[src/hw/rtl/iib_pkg.sv]
// iib_pkg: shared types for the indexed insert buffer.
// Action and status codes, and the control word broadcast to the cell row.
// No dependencies.
package iib_pkg;

    typedef enum logic [2:0] {
        ACT_PUSH   = 3'd0,
        ACT_INSERT = 3'd1,
        ACT_POP    = 3'd2,
        ACT_CLEAR  = 3'd3,
        ACT_READ   = 3'd4
    } action_t;

    typedef enum logic [1:0] {
        ST_OK    = 2'd0,
        ST_RANGE = 2'd1,
        ST_FULL  = 2'd2
    } status_t;

    typedef struct packed {
        logic wr_en;  // write a word this cycle
        logic ins;    // cells above the write position take their neighbor
    } cell_ctl_t;

endpackage

[src/hw/rtl/iib_cell.sv]
// iib_cell: one storage cell of the buffer row, holding the entry at POS.
// Loads the broadcast word, or its lower neighbor's word on insert. Uses iib_pkg.
module iib_cell
    import iib_pkg::*;
#(
    parameter int DATA_W = 32,
    parameter int IDX_W  = 9,
    parameter int POS    = 0
) (
    input  logic              clk,
    input  cell_ctl_t         ctl,
    input  logic [IDX_W-1:0]  wr_pos,
    input  logic [DATA_W-1:0] value,
    input  logic [DATA_W-1:0] prev_data,
    input  logic [IDX_W-1:0]  rd_idx,
    output logic [DATA_W-1:0] data,
    output logic [DATA_W-1:0] rd_data
);

    localparam logic [IDX_W-1:0] MyPos = IDX_W'(POS);

    logic [DATA_W-1:0] data_reg;
    logic [DATA_W-1:0] data_next;

    always_comb
    begin
        data_next = data_reg;
        if (ctl.wr_en && (wr_pos == MyPos))
        begin
            data_next = value;
        end
        else if (ctl.wr_en && ctl.ins && (MyPos > wr_pos))
        begin
            data_next = prev_data;
        end
    end

    always_ff @(posedge clk)
    begin
        data_reg <= data_next;
    end

    assign data    = data_reg;
    assign rd_data = (rd_idx == MyPos) ? data_reg : '0;

endmodule

[config.mk]
export PLATFORM = sky130hd
export DESIGN_NAME = iib_cell
export DESIGN_NICKNAME = d
export VERILOG_FILES = /design/src/hw/rtl/iib_pkg.sv /design/src/hw/rtl/iib_cell.sv
export SDC_FILE = /design/constraint.sdc
export NUM_CORES = 1
export LEC_CHECK = 0
export ABC_CLOCK_PERIOD_IN_PS = 4900
export BUFFER_PORTS_ARGS = -buffer_cell sky130_fd_sc_hd__clkbuf_2
export CAP_MARGIN = 20
export CORE_MARGIN = 2
export CORE_UTILIZATION = 40
export CTS_BUF_LIST = sky130_fd_sc_hd__clkbuf_4 sky130_fd_sc_hd__clkbuf_8 sky130_fd_sc_hd__clkbuf_16
export DETAILED_ROUTE_END_ITERATION = 6
export PLACE_DENSITY = 0.86
export SETUP_SLACK_MARGIN = 0.3
export SLEW_MARGIN = 20
export SYNTH_ARGS = -nofsm -noshare
export SYNTH_HDL_FRONTEND = slang
export SYNTH_SLANG_ARGS = --single-unit
[constraint.sdc]
create_clock -name clk -period 4.9 [get_ports clk]
set_clock_uncertainty 0.15 [all_clocks]
set_input_delay 0.735 -clock clk [delete_from_list [all_inputs] [get_ports clk]]
set_output_delay 0.735 -clock clk [all_outputs]
set_load 0.1 [all_outputs]
**After elaboration in Yosys (flattened, before gate mapping)**

Index checks and enable logic that the tools add are counted.

- Output and inout bits: 64
- Register bits: 32
- Word-level logic and storage cells: 11
- Input port bits: 85

- Mux-type cells: 3
- Reductions and logical operators: 6
- $lt $le $gt $ge: 1

Operator list:

| cell | count |
|---|---|
| $mux W32 | 3 |
| $logic_not A9 Y1 | 2 |
| $gt A1 B9 Y1 const A | 1 |
| $logic_and A1 B1 Y1 | 3 |
| $reduce_bool A2 Y1 | 1 |

**Depth between registers and ports, before layout**

Gate-level depths: netlist (run 1).

- Depth in word-level cells: 4
- Depth in mapped cells: 4
- Depth with buffers taken out: 3

**Least setup slack after synthesis (run 1)**

Ideal clock, no wire load.

- Path kind: input -> output
- From: input port rd_idx[2]
- To: output port rd_data[10]
- Data required time: 4.015 ns
- Setup slack: 1.497 ns
- Data arrival time: 2.518 ns
- Buffers on the path: 1
- Cell stages on the path: 4
- Path through: or4_4 nor4_4 buf_6 and2_1

- Word-level cells in the longest chain between the ends: 2

RTL lines:

| what | RTL line | source |
|---|---|---|
| start, declared | iib_cell.sv:15 | `input logic [IDX_W-1:0] rd_idx,` |
| $logic_not A9 Y1 | iib_cell.sv:44 | `assign rd_data = (rd_idx == MyPos) ? data_reg : '0;` |
| $mux W32 | iib_cell.sv:44 |  |
| end, declared | iib_cell.sv:17 | `output logic [DATA_W-1:0] rd_data` |

No other way between the ends.

**Final worst setup path (run 1)**

- From: input port rd_idx[2]
- To: output port rd_data[0]

Same word-level chain as after synthesis.

==> results_dict.tcl, run 1 <==
set metrics [dict create \
    status "completed" \
    antenna_found_initial 0 \
    hold_viol 0 \
    slew_headroom 0.387 \
    vias 1442 \
    post_drt_wl_per_cell_um 14.0 \
    period_minus_slack_ps 3780 \
    synth.cell_area_um2 1630 \
    cp_num_buf_inv 3 \
    max_freq_mhz 265 \
    setup_viol_count_final 0 \
    grt_pass1_wl_um 6270 \
    vdd_drop_max_v 0.000137 \
    synth_warnings 0 \
    postCtsHoldBufs 0 \
    viasPerCell 4.64 \
    crit_path_frequent_cell "clkbuf_2" \
    dieArea_um2 4610 \
    portBuffers 147 \
    hold_ws_ps 607 \
    postCtsSetupRepairBufs 0 \
    critical_path_class "primary input to output port" \
    rows 23 \
    drtIter0Drc 57 \
    seq_area_frac_synth 0.589 \
    diodes 0 \
    ctsResizeCount 0 \
    final_cell_mix "clkbuf_2, mux2_2, and2_1, edfxtp_1, clkbuf_8" \
    io_pins 149 \
    worstSetupStartpointType "primary input" \
    drc 0 \
    multi_input_area_um2 621 \
    fp.coreArea_um2 3970 \
    fill_cells 332 \
    cts_max_level 2 \
    synth_cells 109 \
    grt_max_degree 33 \
    drive_above_1_share 0.732 \
    cts_root_buffer "clkbuf_8" \
    cp_slowest_cell "nor4_4" \
    grt_pass1_vias 1364 \
    final.setup.worst_slack_ps 1120 \
    first_pass_iters 4 \
    finalSetupTns_ps 0 \
    synth_nets 194 \
    cts.sinks 32 \
    finalCoreUtilization 0.628 \
    crit_family "simple AND/OR/NAND/NOR gates" \
    syn_area_per_cell_um2 15.0 \
    synth_cell_types 12 \
    timing.critical_path.cells "clkbuf_2, or4_4, nor4_4, buf_4, and2_1, clkbuf_2" \
    gp_congestion 0.729 \
    rsz0062_at_grt "no" \
    largest_register_ffs 32 \
    clk_pin_slew_worst_paths_ps 60 \
    syn_to_final_growth_pct 52.7 \
    finalCritPeriodShare 0.771 \
    path_max_fanout 17 \
    required_ps 4010 \
    final_antenna_net_count 0 \
    grt_usage 0.194 \
    chipHeight_um 67.9 \
    power.density_cell_area_nw_per_um2 222 \
    cts_buffers 5 \
    nets 345 \
    ff_latch_area_um2 961 \
    finalWirelength_um 4350 \
    arrival_ps 2890 \
    end_kind "output port" \
    hold_path_class "primary input to register" \
    leakage_nw 1.23 \
    tightestPinTransition_ps 915 \
    cts_buffer_depth 2 \
    post-dp-hpwl_um 3450 \
    tritoncts "built" \
    dp.cells 303 \
    max_cap_violations 0 \
    layout_commonest_cell "clkbuf_2" \
    max_stage_delay_ps 590 \
    maxSlewViolCount 0 \
    synth_seq_cells 32 \
    chipWidth_um 67.9 \
    place_ws_ps 1080 \
    initial_core_util 0.411 \
    grt_overflow 0 \
    final_cells 311 \
]
-- cell type report --
type | instances | share of cell area
clock inverter | 1 | 0.00151
tap | 50 | 0.0251
clock buffer | 7 | 0.0336
sequential | 32 | 0.385
multi-input combinational | 70 | 0.249
inverter | 1 | 0.00151
timing repair buffer | 150 | 0.304
-- cells in the mapped netlist, drive strengths merged --
library cell	instances	share of area
inv	1	0.0023
buf	5	0.027
edfxtp	32	0.59
or4	1	0.0069
and2	32	0.12
or3	1	0.0038
mux2	32	0.22
nand4b	1	0.0054
nor4	3	0.021
clkbuf	1	0.0023
-- cell families (layout without fill, tap and decap cells) --
kind of cell / Yosys count / after routing / synth area share
muxes: 32 / 32 / 0.221
and+or+nand+nor: 38 / 38 / 0.159
buffers and inverters: 7 / 159 / 0.0314
DFF: 32 / 32 / 0.589
-- per-stage QoR --
stage | area (µm²) | total power (W)
floorplan | 1630 | 0.000325
global placement | 2410 | 0.000357
detailed placement | 2410 | 0.000359
CTS | 2490 | 0.000560
global route | 2490 | 0.000579
finish | 2490 | 0.000553
-- layer usage --
| metal | GRT usage | vias to the layer above | wire length (µm) |
|---|---|---|---|
| met5 | 0 | - | 0 |
| met4 | 0.0975 | 0 | 125 |
| met3 | 0.0559 | 11 | 289 |
| met2 | 0.355 | 74 | 2450 |
| met1 | 0.201 | 659 | 1490 |
| li1 | - | 698 | - |
-- power breakdown --
part	switching (W)	total, W	internal, W	leakage [nW]
logic	0.0000172	0.0000513	0.0000340	0.895
clock network	0.0000903	0.000200	0.000110	0.0467
registers	0.000000143	0.000301	0.000301	0.288
-- path summary, 6_finish.rpt --
check	cells past startpoint	slack [ps]	from	to
max	6	1120	rd_idx[2]	rd_data[0]
min	2	610	prev_data[13]	data[13]
No activity file was read; power rests on OpenSTA's default activity.
==> run 2: changes to the inputs <==
--- a/config.mk
+++ b/config.mk
@@ -5,14 +5,14 @@
 export SDC_FILE = /design/constraint.sdc
 export NUM_CORES = 1
 export LEC_CHECK = 0
-export ABC_CLOCK_PERIOD_IN_PS = 4900
+export ABC_CLOCK_PERIOD_IN_PS = 3300
 export BUFFER_PORTS_ARGS = -buffer_cell sky130_fd_sc_hd__clkbuf_2
 export CAP_MARGIN = 20
 export CORE_MARGIN = 2
-export CORE_UTILIZATION = 40
+export CORE_UTILIZATION = 33
 export CTS_BUF_LIST = sky130_fd_sc_hd__clkbuf_4 sky130_fd_sc_hd__clkbuf_8 sky130_fd_sc_hd__clkbuf_16
 export DETAILED_ROUTE_END_ITERATION = 6
-export PLACE_DENSITY = 0.86
+export PLACE_DENSITY = 0.75
 export SETUP_SLACK_MARGIN = 0.3
 export SLEW_MARGIN = 20
 export SYNTH_ARGS = -nofsm -noshare
==> constraint.sdc (replaced) <==
create_clock -name clk -period 3.3 [get_ports clk]
set_clock_uncertainty 0.15 [all_clocks]
set_input_delay 0.495 -clock clk [delete_from_list [all_inputs] [get_ports clk]]
set_output_delay 0.495 -clock clk [all_outputs]
set_load 0.1 [all_outputs]
==> run 2 against run 1 <==
  * Total power up 46%
  * Utilization up 0.34 points
  * Cell count up 5.1%
  * Largest power group unchanged
  * Highest routed layer unchanged
==> results_dict.tcl, run 2 (synthesis gave the netlist of run 1 again) <==
set metrics [dict create \
    clk_pin_slew_worst_paths_ps 60 \
    grt_overflow 0 \
    postCtsHoldBufs 0 \
    final.setup.worst_slack_ps 611 \
    antenna_found_initial 0 \
    vdd_drop_max_v 0.000213 \
    final_cells 327 \
    path_max_fanout 32 \
    drc 0 \
    final_area_um2 3000 \
    initial_core_util 0.343 \
    multi_input_area_um2 621 \
    grt_pass1_vias 1476 \
    maxSlewViolCount 0 \
    viasPerCell 4.46 \
    diodes 0 \
    power.density_cell_area_nw_per_um2 269 \
    place_ws_ps 582 \
    final_cell_mix "clkbuf_2, buf_12, mux2_2, and2_1, edfxtp_1" \
    worstSetupStartpointType "primary input" \
    cts_buffers 5 \
    post_drt_wl_per_cell_um 13.6 \
    max_freq_mhz 372 \
    dpl-instance-area_um2 2920 \
    slew_headroom 0.634 \
    vias 1460 \
    cts_max_level 2 \
    nets 345 \
    dieArea_um2 5530 \
    hold_depth 2 \
    fill_cells 384 \
    fp.coreArea_um2 4750 \
    leakage_nw 1.34 \
    cts.sinks 32 \
    hold_viol 0 \
    tightestPinTransition_ps 552 \
    io_pins 149 \
    grt_pass1_wl_um 6820 \
    setup_viol_count_final 0 \
    gp_congestion 0.709 \
    grt_usage 0.170 \
    hold_path_class "primary input to register" \
    period_minus_slack_ps 2690 \
    portBuffers 147 \
    status "completed" \
    grt_max_degree 33 \
    ctsResizeCount 0 \
    critical_path_class "primary input to output port" \
    required_ps 2650 \
    finalCritPeriodShare 0.815 \
    end_kind "output port" \
    max_cap_violations 0 \
    cts_buffer_depth 2 \
    hold_ws_ps 368 \
    rows 25 \
    layout_commonest_cell "clkbuf_2" \
    final_antenna_net_count 0 \
    chipWidth_um 74.3 \
    dp.cells 320 \
    drive_above_1_share 0.735 \
    largest_register_ffs 32 \
    finalSetupTns_ps 0 \
    first_pass_iters 4 \
    rsz0062_at_grt "no" \
    tritoncts "built" \
    post-dp-hpwl_um 3630 \
    chipHeight_um 74.3 \
    postCtsSetupRepairBufs 0 \
    syn_to_final_growth_pct 83.8 \
    ff_latch_area_um2 961 \
    finalWirelength_um 4440 \
    cts_root_buffer "clkbuf_8" \
    arrival_ps 2040 \
    drtIter0Drc 21 \
]
[run 2: cell count changes in the layout (fill, tap and decap cells not counted), sizes merged]
cell,change
clkbuf,-33
buf,+32
[run 2: through the flow]
step           utilization  total power (W)
6_report             0.631         0.000807
5_1_grt              0.631         0.000851
4_1_cts              0.631         0.000822
3_5_place_dp         0.614         0.000534
3_3_place_gp         0.614         0.000532
2_1_floorplan            -         0.000482
[run 2: layout make-up]
type | count | area share
clock buffer | 6 | 0.0254
clock inverter | 1 | 0.00167
inverter | 1 | 0.00125
multi-input combinational | 70 | 0.207
sequential | 32 | 0.320
tap | 67 | 0.0279
timing repair buffer | 150 | 0.417
[run 2: worst max-delay path, stage by stage]
cell and delay [ps]:
clkbuf_2 80, or4_4 540, nor4_4 210, buf_4 300, and2_1 230, buf_12 190
[run 2: layer usage]
metal,wire length [µm],GRT usage,vias to the layer above
li1,-,-,697
met1,1370,0.154,656
met5,0,0,-
met2,2450,0.319,96
met3,497,0.0813,11
met4,121,0.0734,0
[run 2: power by group]
group | switching (W) | internal (W) | leakage (nW)
clock | 0.000130 | 0.000151 | 0.0445
sequential | 0.000000179 | 0.000447 | 0.288
combinational | 0.0000258 | 0.0000517 | 1.01
total | 0.000156 | 0.000650 | 1.34
[run 2: path summary, 6_finish.rpt]
path,start,endpoint
setup / recovery,rd_idx[2],rd_data[16]
hold / removal,value[7],data[7]
